==> src/rtl/lhwc_pkg.sv <==
`default_nettype none
// ---------------------------------------------------------------------------
// lhwc_pkg
// Types and constants shared by the layer hit window coincidence unit.
// ---------------------------------------------------------------------------
package lhwc_pkg;

  // request codes on in_data.req_type
  localparam logic [1:0] REQ_HIT       = 2'd0;
  localparam logic [1:0] REQ_HIT_CLOSE = 2'd1;
  localparam logic [1:0] REQ_CLOSE     = 2'd2;

  // configuration register indexes
  localparam int CFG_ADDR_W = 3;
  localparam int CFG_DATA_W = 16;
  localparam logic [CFG_ADDR_W-1:0] CFG_EXCL_MASK = 3'd0;
  localparam logic [CFG_ADDR_W-1:0] CFG_GOOD_LOW  = 3'd1;
  localparam logic [CFG_ADDR_W-1:0] CFG_GOOD_HIGH = 3'd2;
  localparam logic [CFG_ADDR_W-1:0] CFG_OK_LOW    = 3'd3;
  localparam logic [CFG_ADDR_W-1:0] CFG_OK_HIGH   = 3'd4;
  localparam logic [CFG_ADDR_W-1:0] CFG_ALL_HIGH  = 3'd5;

  localparam int MASK_W = 9;

  // register reset values
  localparam logic [MASK_W-1:0]  RST_EXCL_MASK = 9'd33;
  localparam logic signed [15:0] RST_GOOD_LOW  = 16'sd368;
  localparam logic signed [15:0] RST_GOOD_HIGH = 16'sd3472;
  localparam logic signed [15:0] RST_OK_LOW    = 16'sd80;
  localparam logic signed [15:0] RST_OK_HIGH   = 16'sd3472;
  localparam logic signed [15:0] RST_ALL_HIGH  = 16'sd7200;

  localparam logic [1:0] LAYER_CNT_MAX = 2'd3;

  typedef struct packed {
    logic [1:0]         req_type;
    logic [3:0]         layer;
    logic signed [15:0] drift_time;
  } in_item_t;

  typedef struct packed {
    logic [3:0] good_pairs;
    logic [3:0] ok_pairs;
    logic [3:0] all_pairs;
    logic [3:0] layers_one_good;
    logic [3:0] layers_one_ok;
    logic [3:0] layers_one_any;
    logic [3:0] layers_crowded;
    logic [7:0] hits_good;
    logic [7:0] hits_ok;
    logic [7:0] hits_in_window;
    logic [7:0] hits_unmasked;
  } out_item_t;

  // controller -> datapath
  typedef struct packed {
    logic hit_en;      // apply the accepted hit to the store
    logic scan_start;  // zero scan index and summary accumulators
    logic scan_step;   // fold one layer into the summary
    logic load_out;    // capture summary into the output register, clear store
  } dp_cmd_t;

  // datapath -> controller
  typedef struct packed {
    logic scan_last;   // scan index sits on the last layer
  } dp_sts_t;

  typedef enum logic [2:0] {
    S_IDLE = 3'b001,
    S_SCAN = 3'b010,
    S_DONE = 3'b100
  } ctl_state_t;

endpackage : lhwc_pkg
`default_nettype wire

==> src/rtl/lhwc_ctrl.sv <==
`default_nettype none
// ---------------------------------------------------------------------------
// lhwc_ctrl
// Sequencer: takes beats, runs the per-layer scan at event close and owns
// the output valid.
// ---------------------------------------------------------------------------
module lhwc_ctrl
  import lhwc_pkg::*;
(
  input  wire logic     clk,
  input  wire logic     rst_n,
  input  wire logic     in_valid,
  output logic          in_ready,
  input  wire logic [1:0] req_type,
  output logic          out_valid,
  input  wire logic     out_ready,
  output dp_cmd_t       cmd,
  input  wire dp_sts_t  sts
);

  ctl_state_t st_r, st_nxt;
  logic       out_valid_r, out_valid_nxt;
  logic       acc_in;
  logic       slot_free;

  assign in_ready  = (st_r == S_IDLE);
  assign out_valid = out_valid_r;
  assign acc_in    = in_valid && in_ready;
  assign slot_free = !out_valid_r || out_ready;

  always_comb begin
    st_nxt = st_r;
    cmd    = '0;
    case (st_r)
      S_IDLE: begin
        if (acc_in) begin
          case (req_type)
            REQ_HIT: begin
              cmd.hit_en = 1'b1;
            end
            REQ_HIT_CLOSE: begin
              cmd.hit_en     = 1'b1;
              cmd.scan_start = 1'b1;
              st_nxt         = S_SCAN;
            end
            REQ_CLOSE: begin
              cmd.scan_start = 1'b1;
              st_nxt         = S_SCAN;
            end
            default: ;  // unused code: no effect
          endcase
        end
      end
      S_SCAN: begin
        cmd.scan_step = 1'b1;
        if (sts.scan_last) begin
          st_nxt = S_DONE;
        end
      end
      S_DONE: begin
        if (slot_free) begin
          cmd.load_out = 1'b1;
          st_nxt       = S_IDLE;
        end
      end
      default: begin
        st_nxt = S_IDLE;
      end
    endcase
  end

  assign out_valid_nxt = cmd.load_out || (out_valid_r && !out_ready);

  always_ff @(posedge clk) begin
    if (!rst_n) begin
      st_r        <= S_IDLE;
      out_valid_r <= 1'b0;
    end else begin
      st_r        <= st_nxt;
      out_valid_r <= out_valid_nxt;
    end
  end

  a_scan_ends: assert property (@(posedge clk) disable iff (!rst_n)
    (st_r == S_SCAN && sts.scan_last) |=> (st_r == S_DONE))
    else $error("scan did not finish after last layer");

  a_load_free: assert property (@(posedge clk) disable iff (!rst_n)
    cmd.load_out |-> (!out_valid_r || out_ready))
    else $error("result loaded over an untaken one");

  a_load_valid: assert property (@(posedge clk) disable iff (!rst_n)
    cmd.load_out |=> out_valid_r)
    else $error("loaded result not presented");

  a_close_scan: assert property (@(posedge clk) disable iff (!rst_n)
    (acc_in && (req_type == REQ_HIT_CLOSE || req_type == REQ_CLOSE)) |=> (st_r == S_SCAN))
    else $error("event close did not start a scan");

endmodule : lhwc_ctrl
`default_nettype wire

==> src/rtl/lhwc_datapath.sv <==
`default_nettype none
// ---------------------------------------------------------------------------
// lhwc_datapath
// Config registers, window compares, per-layer and total counters, the
// layer-serial summary scan and the output register.
// ---------------------------------------------------------------------------
module lhwc_datapath
  import lhwc_pkg::*;
#(
  parameter int NUM_LAYERS     = 9,
  parameter int HIT_COUNT_BITS = 8
)(
  input  wire logic                  clk,
  input  wire logic                  rst_n,
  input  wire logic                  cfg_we,
  input  wire logic [CFG_ADDR_W-1:0] cfg_addr,
  input  wire logic [CFG_DATA_W-1:0] cfg_wdata,
  input  wire in_item_t              in_data,
  input  wire dp_cmd_t               cmd,
  output dp_sts_t                    sts,
  output out_item_t                  out_data
);

  localparam int LIDX_W = (NUM_LAYERS > 1) ? $clog2(NUM_LAYERS) : 1;
  localparam int EXT_W  = (HIT_COUNT_BITS > 8) ? HIT_COUNT_BITS : 8;
  localparam logic [HIT_COUNT_BITS-1:0] TOT_MAX = '1;

  // config
  logic [MASK_W-1:0]  excl_mask_r;
  logic signed [15:0] good_low_r, good_high_r, ok_low_r, ok_high_r, all_high_r;

  always_ff @(posedge clk) begin
    if (!rst_n) begin
      excl_mask_r <= RST_EXCL_MASK;
      good_low_r  <= RST_GOOD_LOW;
      good_high_r <= RST_GOOD_HIGH;
      ok_low_r    <= RST_OK_LOW;
      ok_high_r   <= RST_OK_HIGH;
      all_high_r  <= RST_ALL_HIGH;
    end else if (cfg_we) begin
      case (cfg_addr)
        CFG_EXCL_MASK: excl_mask_r <= cfg_wdata[MASK_W-1:0];
        CFG_GOOD_LOW:  good_low_r  <= cfg_wdata;
        CFG_GOOD_HIGH: good_high_r <= cfg_wdata;
        CFG_OK_LOW:    ok_low_r    <= cfg_wdata;
        CFG_OK_HIGH:   ok_high_r   <= cfg_wdata;
        CFG_ALL_HIGH:  all_high_r  <= cfg_wdata;
        default: ;
      endcase
    end
  end

  // hit classification
  logic              layer_in_range, layer_masked, hit_take;
  logic              is_good, is_ok, is_all;
  logic [LIDX_W-1:0] hit_idx;

  assign layer_in_range = 32'(in_data.layer) < 32'(NUM_LAYERS);
  assign layer_masked   = (32'(in_data.layer) < 32'(MASK_W)) && excl_mask_r[in_data.layer];
  assign hit_take       = cmd.hit_en && layer_in_range && !layer_masked;
  assign hit_idx        = LIDX_W'(in_data.layer);

  assign is_good = (in_data.drift_time > good_low_r) && (in_data.drift_time < good_high_r);
  assign is_ok   = (in_data.drift_time > ok_low_r)   && (in_data.drift_time < ok_high_r);
  assign is_all  = (in_data.drift_time > ok_low_r)   && (in_data.drift_time < all_high_r);

  // per-layer store and totals
  logic [1:0] good_cnt_r [NUM_LAYERS];
  logic [1:0] ok_cnt_r   [NUM_LAYERS];
  logic [1:0] any_cnt_r  [NUM_LAYERS];
  logic [HIT_COUNT_BITS-1:0] tot_good_r, tot_ok_r, tot_all_r, tot_unm_r;
  logic [LIDX_W-1:0] scan_idx_r;
  logic [LIDX_W-1:0] rd_idx;
  logic [1:0]        rd_good, rd_ok, rd_any;

  // single read port: hit address while idle, scan address while scanning
  assign rd_idx  = cmd.scan_step ? scan_idx_r : hit_idx;
  assign rd_good = good_cnt_r[rd_idx];
  assign rd_ok   = ok_cnt_r[rd_idx];
  assign rd_any  = any_cnt_r[rd_idx];

  always_ff @(posedge clk) begin
    if (!rst_n || cmd.load_out) begin
      for (int i = 0; i < NUM_LAYERS; i++) begin
        good_cnt_r[i] <= '0;
        ok_cnt_r[i]   <= '0;
        any_cnt_r[i]  <= '0;
      end
      tot_good_r <= '0;
      tot_ok_r   <= '0;
      tot_all_r  <= '0;
      tot_unm_r  <= '0;
    end else if (hit_take) begin
      if (is_good && rd_good != LAYER_CNT_MAX) good_cnt_r[hit_idx] <= rd_good + 2'd1;
      if (is_ok && rd_ok != LAYER_CNT_MAX)     ok_cnt_r[hit_idx]   <= rd_ok + 2'd1;
      if (is_all && rd_any != LAYER_CNT_MAX)   any_cnt_r[hit_idx]  <= rd_any + 2'd1;
      if (is_good && tot_good_r != TOT_MAX) tot_good_r <= tot_good_r + 1'b1;
      if (is_ok && tot_ok_r != TOT_MAX)     tot_ok_r   <= tot_ok_r + 1'b1;
      if (is_all && tot_all_r != TOT_MAX)   tot_all_r  <= tot_all_r + 1'b1;
      if (tot_unm_r != TOT_MAX)             tot_unm_r  <= tot_unm_r + 1'b1;
    end
  end

  // layer-serial summary scan
  logic       cur_g1, cur_o1, cur_a1, cur_crowd;
  logic       prev_g1_r, prev_o1_r, prev_a1_r;
  logic [3:0] gp_r, op_r, ap_r, g1_r, o1_r, a1_r, crowd_r;

  assign cur_g1    = (rd_good == 2'd1);
  assign cur_o1    = (rd_ok == 2'd1);
  assign cur_a1    = (rd_any == 2'd1);
  assign cur_crowd = (rd_any == LAYER_CNT_MAX);
  assign sts.scan_last = (32'(scan_idx_r) == 32'(NUM_LAYERS - 1));

  always_ff @(posedge clk) begin
    if (cmd.scan_start) begin
      scan_idx_r <= '0;
      prev_g1_r  <= 1'b0;
      prev_o1_r  <= 1'b0;
      prev_a1_r  <= 1'b0;
      gp_r <= '0; op_r <= '0; ap_r <= '0;
      g1_r <= '0; o1_r <= '0; a1_r <= '0; crowd_r <= '0;
    end else if (cmd.scan_step) begin
      scan_idx_r <= scan_idx_r + 1'b1;
      prev_g1_r  <= cur_g1;
      prev_o1_r  <= cur_o1;
      prev_a1_r  <= cur_a1;
      gp_r    <= gp_r + 4'(prev_g1_r && cur_g1);
      op_r    <= op_r + 4'(prev_o1_r && cur_o1);
      ap_r    <= ap_r + 4'(prev_a1_r && cur_a1);
      g1_r    <= g1_r + 4'(cur_g1);
      o1_r    <= o1_r + 4'(cur_o1);
      a1_r    <= a1_r + 4'(cur_a1);
      crowd_r <= crowd_r + 4'(cur_crowd);
    end
  end

  // output register
  logic [EXT_W-1:0] ext_good, ext_ok, ext_all, ext_unm;
  out_item_t        out_r;

  assign ext_good = EXT_W'(tot_good_r);
  assign ext_ok   = EXT_W'(tot_ok_r);
  assign ext_all  = EXT_W'(tot_all_r);
  assign ext_unm  = EXT_W'(tot_unm_r);

  always_ff @(posedge clk) begin
    if (cmd.load_out) begin
      out_r.good_pairs      <= gp_r;
      out_r.ok_pairs        <= op_r;
      out_r.all_pairs       <= ap_r;
      out_r.layers_one_good <= g1_r;
      out_r.layers_one_ok   <= o1_r;
      out_r.layers_one_any  <= a1_r;
      out_r.layers_crowded  <= crowd_r;
      out_r.hits_good       <= ext_good[7:0];
      out_r.hits_ok         <= ext_ok[7:0];
      out_r.hits_in_window  <= ext_all[7:0];
      out_r.hits_unmasked   <= ext_unm[7:0];
    end
  end

  assign out_data = out_r;

endmodule : lhwc_datapath
`default_nettype wire

==> src/rtl/layer_hit_window_coincidence_unit.sv <==
`default_nettype none
// ---------------------------------------------------------------------------
// layer_hit_window_coincidence_unit
// Drift-chamber event summary: classifies hits by time window, counts them
// per layer and in total, and reports single-hit and coincidence counts at
// event close.
// ---------------------------------------------------------------------------
//
//  channel  ports                          beat
//  -------  -----------------------------  ---------------------------------
//  in       in_valid/in_ready/in_data      one hit and/or event close
//  out      out_valid/out_ready/out_data   one event summary
//  cfg      cfg_we/cfg_addr/cfg_wdata      one register write, no wait
//
//  A hit beat is handled in place (compare + counter bump).
//  A closing beat runs through the accept, the summary scan over the layers,
//  one layer at a time (one store read port shared with hits), and the load
//  of the output register, which also clears the store.
//  Hits keep flowing while a summary waits in the output register; only the
//  load at the end of the next close stalls on out_ready.
//  Reset (rst_n low, synchronous) restores config defaults, clears store.
//
module layer_hit_window_coincidence_unit
  import lhwc_pkg::*;
#(
  parameter int NUM_LAYERS     = 9,
  parameter int HIT_COUNT_BITS = 8
)(
  input  wire logic                  clk,
  input  wire logic                  rst_n,
  // hit stream
  input  wire logic                  in_valid,
  output logic                       in_ready,
  input  wire in_item_t              in_data,
  // event summaries
  output logic                       out_valid,
  input  wire logic                  out_ready,
  output out_item_t                  out_data,
  // register writes
  input  wire logic                  cfg_we,
  input  wire logic [CFG_ADDR_W-1:0] cfg_addr,
  input  wire logic [CFG_DATA_W-1:0] cfg_wdata
);

  dp_cmd_t cmd;
  dp_sts_t sts;

  // sequencer: decides per cycle what the datapath does
  lhwc_ctrl u_ctrl (
    .clk       (clk),
    .rst_n     (rst_n),
    .in_valid  (in_valid),
    .in_ready  (in_ready),
    .req_type  (in_data.req_type),
    .out_valid (out_valid),
    .out_ready (out_ready),
    .cmd       (cmd),
    .sts       (sts)
  );

  // counters, windows, scan accumulators and output register
  lhwc_datapath #(
    .NUM_LAYERS     (NUM_LAYERS),
    .HIT_COUNT_BITS (HIT_COUNT_BITS)
  ) u_dp (
    .clk       (clk),
    .rst_n     (rst_n),
    .cfg_we    (cfg_we),
    .cfg_addr  (cfg_addr),
    .cfg_wdata (cfg_wdata),
    .in_data   (in_data),
    .cmd       (cmd),
    .sts       (sts),
    .out_data  (out_data)
  );

endmodule : layer_hit_window_coincidence_unit
`default_nettype wire

==> config.mk <==
export PLATFORM = sky130hd
export DESIGN_NAME = layer_hit_window_coincidence_unit
export DESIGN_NICKNAME = d
export VERILOG_FILES = /design/src/rtl/lhwc_pkg.sv /design/src/rtl/lhwc_ctrl.sv /design/src/rtl/lhwc_datapath.sv /design/src/rtl/layer_hit_window_coincidence_unit.sv
export SDC_FILE = /design/constraint.sdc
export NUM_CORES = 1
export LEC_CHECK = 0
export BUFFER_PORTS_ARGS = -buffer_cell sky130_fd_sc_hd__buf_2
export CAP_MARGIN = 40
export CELL_PAD_IN_SITES_DETAIL_PLACEMENT = 0
export CELL_PAD_IN_SITES_GLOBAL_PLACEMENT = 1
export CORE_AREA = 2 2 217 219
export CTS_BUF_LIST = sky130_fd_sc_hd__clkbuf_4 sky130_fd_sc_hd__clkbuf_8 sky130_fd_sc_hd__clkbuf_16
export DETAILED_ROUTE_END_ITERATION = 10
export DIE_AREA = 0 0 219 221
export PLACE_DENSITY_LB_ADDON = 0.1
export RECOVER_POWER = 100
export SLEW_MARGIN = 20
export SYNTH_ARGS = -nofsm -noshare
export SYNTH_HDL_FRONTEND = slang
export SYNTH_HIERARCHICAL = 1
export SYNTH_SLANG_ARGS = --single-unit
==> constraint.sdc <==
create_clock -name clk -period 10.4 [get_ports clk]
set_input_delay 1.56 -clock clk [delete_from_list [all_inputs] [get_ports clk]]
set_output_delay 1.56 -clock clk [all_outputs]
set_load 0.01 [all_outputs]
# [Yosys cells after proc, flatten, opt, wreduce, memory -nomap -nowiden]
# Memory sizes are Yosys's and may differ from the RTL's.
# Cells that the tools add are included.
[totals] regBits=220 ram_bits=54 in_bits=46 output_inout_bits=62 wordCells=165 n_memories=3
[memory_table] memory="u_dp.any_cnt_r" words=9 word_bits=2 rd=1 rd_ports_with_merged_regs=0 write_ports=9 line_no="lhwc_datapath.sv:70" rtl="logic [1:0] any_cnt_r [NUM_LAYERS];"
[memory_table] memory="u_dp.good_cnt_r" words=9 word_bits=2 rd=1 rd_ports_with_merged_regs=0 write_ports=9 line_no="lhwc_datapath.sv:68" rtl="logic [1:0] good_cnt_r [NUM_LAYERS];"
[memory_table] memory="u_dp.ok_cnt_r" words=9 word_bits=2 rd=1 rd_ports_with_merged_regs=0 write_ports=9 line_no="lhwc_datapath.sv:69" rtl="logic [1:0] ok_cnt_r [NUM_LAYERS];"
[op_classes] n_addsub=15 n_lt_le_gt_ge=7 n_eq_ne=26 n_mux=38 n_reduce_logical=42
[ops] cell="16-bit < comparator" count=3
[ops] cell="8-bit by 1-bit adder with 8-bit output (second input constant)" count=4
[ops] cell="16-bit > comparator" count=2
[ops] cell="8-bit != test (second input constant)" count=4
[ops] cell="4-bit by 1-bit adder with 4-bit output" count=7
[ops] cell="1-bit two-way mux" count=23
[ops] cell="2-bit AND reduction" count=10
[ops] cell="1-bit logical AND" count=17
[ops] cell="4-bit two-way mux" count=4
[ops] cell="3-bit two-way mux" count=4
[ops] cell="2-bit != test (second input constant)" count=6
[ops] cell="2-bit two-way mux" count=5
[ops] cell="2-bit OR reduction" count=5
[ops] cell="3-bit by 2-bit == test with 1-bit output (second input constant)" count=3
[ops] cell="3-bit == test (second input constant)" count=3
[ops] cell="3-bit one-hot mux with 3 select lines" count=1
[ops] cell="2-bit by 1-bit == test with 1-bit output (second input constant)" count=4
[ops] cell="2-bit by 1-bit adder with 2-bit output (second input constant)" count=3
[ops] cell="3-bit by 1-bit == test with 1-bit output (second input constant)" count=2
[ops] cell="4-bit by 5-bit < comparator with 1-bit output (second input constant)" count=1
[ops] cell="4-bit by 1-bit adder with 4-bit output (second input constant)" count=1
[ops] cell="1-bit binary-select mux with 4-bit select" count=1
[ops] cell="2-bit == test (second input constant)" count=2
[ops] cell="4-bit == test (second input constant)" count=1
[ops] cell="other kinds (7)" count=12

# [Logic depth before layout (Yosys ltp)]
# Gate-level depths: netlist of the first run.
[logic_depth] ltp_word=12 mapped_depth=16 depth_no_buf=14

# [Modules after synthesis]
# The synthesis of the first run kept the hierarchy.
[modules_own_cells] module="lhwc_datapath" instances=1 cells_each=1351 area_each_um2=14760.4 seq_area_each_um2=7807.5
[modules_own_cells] module="lhwc_ctrl" instances=1 cells_each=29 area_each_um2=282.8 seq_area_each_um2=80.1

# [Worst setup path before layout of the first run]
# OpenSTA, ideal clock, no wires.
[synth_path] kind="input-to-reg" start="in out_ready" end="mem u_dp.ok_cnt_r[7][0] (data pin)" setup_ns=0.279 arrival_ns=5.413 required_time_ns=10.121 setup_slack_ns=4.708 path_stages=6 n_path_buf=2 cell_sequence="nor2b_1 > nor2b_1 > nand2b_1 > buf_1 > clkbuf_1 > nor4_1"
[synth_rtl] item="start, declared" line_no="layer_hit_window_coincidence_unit.sv:37" rtl="input wire logic out_ready,"
[synth_rtl] item="end, declared" line_no="lhwc_datapath.sv:69"

==> qor.csv, run 1 <==
metric;value;unit
Worst R2R Setup Slack;3270;ps
vias in the first global route;10200;
sw frac;0.239;
CTS sink cnt;316;
Fin. Hold Viols;0;
Layout area overhead;15.4;%
most frequent cells in the layout;211 x nand2_1, 160 x dfxtp_1, 156 x edfxtp_1, 105 x ha_1, 95 x nor2_1;
RD Place Congestion;0.757;
CP arrival;7330;ps
crit path launch type;flop;
WS Path Type;flop to flop;
Clock Path Buffers;3;
post-synth top area share;0.311;
max_cap viols;4;
fmax;140;MHz
via/cell ratio;4.76;
Skew-Pair Late Insertion Delay;550;ps
setup_tns;0;ps
total grt overflow;0;
Crit. End Element;flop;
via count;10300;
Mapped Area;0.0150;mm^2
global-route wire length before repair;59.2;mm
RSZ-0062 raised after global routing;false;
most area-hungry cell type in the Yosys netlist;edfxtp_1;
Final Max Tran Viols;194;
EDFF count, synth;156;
critical path required time;10590;ps
critical path buffer and inverter count;3;
Hold Crit Start;u_dp/gp_r[3]$_SDFFE_PP0P_;
Internal;2220;uW
critical path peak fanout;39;
ANT cells;0;
worst slew pin tran;2850;ps
Switch Pwr;698;uW
GRT Total Usage;0.160;
clk_skew;17.8;ps
commonest register cell after synthesis;dfxtp_1;
Gate power share;0.084;
post-DP HPWL;26.9;mm
PortBufs;107;
Netlist cell types;73;
Post-Syn Area per Cell;10.9;um^2
total CTS buffers;38;
pin count of the biggest net entering global routing;69;
row count;79;
CTS tree;done;
FFs w/ async S/R, synth;0;
Die Height;221;um
WHS Endpoint;u_dp/out_data[59]$_DFFE_PP_;
Synth area leaders;edfxtp_1 31%, dfxtp_1 21%, ha_1 8.7%, nand2_1 5.3%, mux4_2 3.7%;
Final Critical Period;7130;ps
cells resized by post-CTS repair;0;
Crit path max-delay family;buffers and inverters;
clock network fraction of design power;0.444;
Slew headroom;-0.902;
# H-tree levels;2;
Crit Reg-Reg Endpoint;u_dp/ok_cnt_r[4][1]$_SDFFCE_PN0P_;
Initial Utilization;0.327;
WL final;38.3;mm
failing checks;capacitance limit, slew limit;
most used cell, CP;clkbuf_1;
Worst-path clk slew;60;ps
pre-CTS WS;5050;ps
starting DRC count in detailed routing;494;
post-synthesis sequential area ratio;0.524;
worst reg-to-reg path cell count;12;
Core Region;0.0461;mm^2
commonest non-fill, non-tap cell in the layout;nand2_1;
# DRC;0;
peak supply drop;0.0868;mV
Yosys warnings;6;
fin nets;1677;
P_leak;0.00631;uW
status;finished with violations;
die area;0.0484;mm^2
Die W;219;um
cell count after synthesis;1380;
flops & latches, synth;316;
I/O pin total;108;
max incr delay on CP;1970;ps
fin crit share;0.686;
postcts setup bufs;0;
min-delay worst type;flop to flop;
crit-path cells;nor3b_1, clkbuf_1, mux2i_4, buf_4, mux4_2, nor2b_1, a211oi_1, a21oi_1, clkbuf_1, ha_1, nand3b_1, o21ai_0;
Slowest cell on crit path;clkbuf_1;
fillers;4684;
final setup violation count;0;
FF/Latch Area;0.00789;mm^2
antenna violations before repair;0;
clock root buffer;clkbuf_16;
share of cells above drive strength 1;0.0977;
Power Dens Cells;168;mW/mm^2
drt first pass iters;4;
Sequential Power Share;0.472;
worst reg2reg startpoint;u_ctrl/st_r[1]$_SDFFE_PN0P_;
area of the multi-input gates;0.00659;mm^2
drt wl/cell;17.7;um
Worst Setup Slack, final;3270;ps
Hold Path Cell Cnt;0;
Detail Route Antenna Nets;0;
# hold bufs at CTS;0;
state kept, by name, summed over array words and instances (netlist names), 8 cells and up:
register and count:
u_dp/ext_unm 8, u_dp/ext_ok 8, u_dp/good_low_r 16, u_dp/excl_mask_r 9
u_dp/ok_low_r 16, u_dp/all_high_r 16, u_dp/good_cnt_r 32, u_dp/ok_high_r 16
u_dp/ok_cnt_r 32, u_dp/any_cnt_r 32, u_dp/ext_all 8, u_dp/out_data 60
u_dp/good_high_r 16, u_dp/ext_good 8
worst reg2reg max path, delay by kind of cell, from the launching register on:
kind	cells	cell delay, ps
flip-flops	1	450
adder cells (fa/ha/maj)	1	300
AO/OA/AOI/OAI	3	1110
buffers and inverters	3	2760
multiplexers	2	1030
AND/OR/NAND/NOR	3	1120
cells in the mapped netlist, drive strengths merged (6+ instances only):
master and number:
nand4 38, and2 8, nor3 15, mux2i 47, nor4 13, and3 14, nor2 95, buf 20
nand2 211, a21boi 68, o21ai 42, nand3 23, xor2 22, o211ai 22, nor2b 15, a31oi 11
ha 105, clkbuf 39, a21oi 35, inv 95, nand2b 13, a31o 6, a21o 6, mux4 25
or2 6, dfxtp 160, edfxtp 156
power groups by stage:
stage | registers [uW] | logic [uW] | clock network [uW]
CTS | 1380 | 261 | 1350
finish | 1380 | 246 | 1300
global route | 1380 | 279 | 1400
global placement | 1410 | 255 | 0
floorplan | 1400 | 171 | 0
detailed placement | 1410 | 260 | 0
layout make-up:
cell class / count / share of cell area
clock inverters: 25 / 0.0112
repair buffers: 124 / 0.0324
multi-input cells: 951 / 0.379
well taps: 607 / 0.0437
flip-flops and latches: 316 / 0.454
clock buffers: 44 / 0.0584
inverters: 95 / 0.0205
per-stage QoR:
stage	instance area, um^2	instances	power, uW	utilization	hold WS [ps]
after global placement	16300	2089	1660	0.354	437
final	17400	2162	2920	0.377	442
after floorplan	15200	1421	1570	-	423
after CTS	17600	2161	2990	0.382	448
after global routing	17400	2162	3060	0.377	460
after detailed placement	16400	2092	1670	0.356	435
metal layers:
metal | vias up | global-route usage | share of wire | routed length [um]
met5 | - | 0 | 0 | 0
met3 | 48 | 0.0318 | 0.034 | 1310
met4 | 0 | 0.0482 | 0.024 | 914
met2 | 139 | 0.271 | 0.49 | 18900
met1 | 4917 | 0.204 | 0.45 | 17100
li1 | 5191 | - | - | -
worst max path at each step:
stage	start	end	cells past startpoint
floorplan	out_ready	u_dp/ok_cnt_r[7][0]$_SDFFCE_PN0P_	6
global placement	in_data[16]	u_dp/ok_cnt_r[7][0]$_SDFFCE_PN0P_	11
detailed placement	in_data[16]	u_dp/ok_cnt_r[4][1]$_SDFFCE_PN0P_	11
CTS	u_ctrl/st_r[1]$_SDFFE_PN0P_	u_dp/ok_cnt_r[4][1]$_SDFFCE_PN0P_	12
global route	u_ctrl/st_r[1]$_SDFFE_PN0P_	u_dp/ok_cnt_r[5][0]$_SDFFCE_PN0P_	12
finish	u_ctrl/st_r[1]$_SDFFE_PN0P_	u_dp/ok_cnt_r[4][1]$_SDFFCE_PN0P_	12
cell families after synthesis:
logic type	synth area share
XOR/XNOR	0.0146
flip-flops	0.524
AND/OR/NAND/NOR	0.156
adder cells (fa/ha/maj)	0.0873
other	0.000249
multiplexers	0.0734
AO/OA/AOI/OAI	0.101
buffers and inverters	0.0429
Note: power is estimated with default switching activity, not from simulation.
==> inputs of run 2 (changes only) <==
- clock period: 10.4 -> 5.8 ns (I/O delays scaled with it)
==> run 2 against run 1 <==
  * The run still ends with capacitance limit, slew limit left
  * Power grew 80%
  * Global-route usage rose by 0.44 points
  * Critical path type is now input port to flop
  * Design area is 0.61% higher
  * Critical endpoint is now u_dp/ok_cnt_r[5][0]$_SDFFCE_PN0P_
  * Highest routed layer unchanged
  * First-iteration DRC count fell by 5.7%
  * Core utilization increased by 0.23 points
==> qor.csv, run 2 (synthesized netlist as in run 1, its figures left out) <==
metric;value;unit
Die W;219;um
failing checks;capacitance limit, slew limit;
FF/Latch Area;0.00789;mm^2
worst slew pin tran;3230;ps
# H-tree levels;2;
RD Place Congestion;0.745;
commonest non-fill, non-tap cell in the layout;nand2_1;
vias in the first global route;10300;
fin nets;1683;
row count;79;
fillers;4610;
min-delay worst type;flop to flop;
drt first pass iters;5;
CTS tree;done;
CP arrival;5070;ps
Crit. End Element;flop;
critical path peak fanout;27;
hold_ws;455;ps
via count;10400;
PortBufs;107;
# DRC;0;
max_cap viols;4;
Final Critical Period;4860;ps
Final Max Tran Viols;204;
I/O pin total;108;
crit path launch type;input port;
Worst Setup Slack, final;937;ps
# hold bufs at CTS;0;
area of the multi-input gates;0.00658;mm^2
ANT cells;0;
fmax;206;MHz
Skew-Pair Late Insertion Delay;560;ps
Worst R2R Setup Slack;1090;ps
clock root buffer;clkbuf_16;
peak supply drop;0.163;mV
share of cells above drive strength 1;0.104;
die area;0.0484;mm^2
Power Dens Cells;301;mW/mm^2
pin count of the biggest net entering global routing;71;
post-DP HPWL;28.6;mm
max FFs per register;60;
antenna violations before repair;0;
starting DRC count in detailed routing;466;
WL final;39.4;mm
most frequent cells in the layout;211 x nand2_1, 160 x dfxtp_1, 156 x edfxtp_1, 105 x ha_1;
Slew headroom;-1.15;
cells resized by post-CTS repair;0;
postcts setup bufs;0;
Fin. Hold Viols;0;
Layout area overhead;16.1;%
Worst-path clk slew;60;ps
WS Path Type;input port to flop;
pre-CTS WS;1360;ps
total grt overflow;0;
non-filler cells, final;2168;
final setup violation count;0;
clk_skew;19.4;ps
critical path required time;6010;ps
CTS sink cnt;316;
Clock Path Buffers;3;
via/cell ratio;4.79;
Placed Area;0.0165;mm^2
Core Region;0.0461;mm^2
setup_tns;0;ps
GRT Total Usage;0.164;
P_leak;0.00639;uW
Placed Cells;2098;
Initial Utilization;0.327;
RSZ-0062 raised after global routing;false;
status;finished with violations;
global-route wire length before repair;61.0;mm
Detail Route Antenna Nets;0;
total CTS buffers;38;
final instance area;0.0175;mm^2
drt wl/cell;18.2;um
Die Height;221;um
fin crit share;0.838;
-- run 2: metal layers --
layer,track usage,part of all wire,vias to the layer above
met5,0,0,-
met2,0.286,0.50,181
met1,0.208,0.45,4935
met4,0.0508,0.021,0
met3,0.0245,0.033,49
li1,-,-,5210
-- run 2: report_power, final --
part           switching [uW]  total, uW  internal [uW]
clock network             957       2340           1380
logic                     281        451            170
registers                33.7       2480           2440
total                    1270       5270           3990
-- run 2: critical path: stages --
cell and delay [ps]:
clkbuf_1 330, ha_1 320, nor2b_1 130, o211ai_1 250
a2111oi_0 170, nor4_1 580, mux2i_2 280, clkbuf_1 930
nand3b_2 700, o21ai_0 490
-- run 2: area by class of cell --
| cell class | instances | area share |
|---|---|---|
| flip-flops and latches | 316 | 0.452 |
| multi-input cells | 951 | 0.377 |
| clock buffers | 52 | 0.0632 |
| well taps | 607 | 0.0435 |
| repair buffers | 130 | 0.0372 |
| inverters | 95 | 0.0204 |
| clock inverters | 17 | 0.00738 |
-- run 2: worst paths after layout --
check,from,end,cells after the start
max,in_data[1],u_dp/ok_cnt_r[5][0]$_SDFFCE_PN0P_,10
min reg2reg,u_dp/op_r[3]$_SDFFE_PP0P_,u_dp/out_data[55]$_DFFE_PP_,0
min,u_dp/op_r[3]$_SDFFE_PP0P_,u_dp/out_data[55]$_DFFE_PP_,0
max reg2reg,u_ctrl/st_r[1]$_SDFFE_PN0P_,u_dp/ok_cnt_r[5][0]$_SDFFCE_PN0P_,12
-- run 2: metrics by stage --
step / total power [uW] / utilization
after floorplan: 2810 / -
after global placement: 2990 / 0.355
after detailed placement: 3000 / 0.357
after CTS: 5380 / 0.384
after global routing: 5490 / 0.379
final: 5270 / 0.379
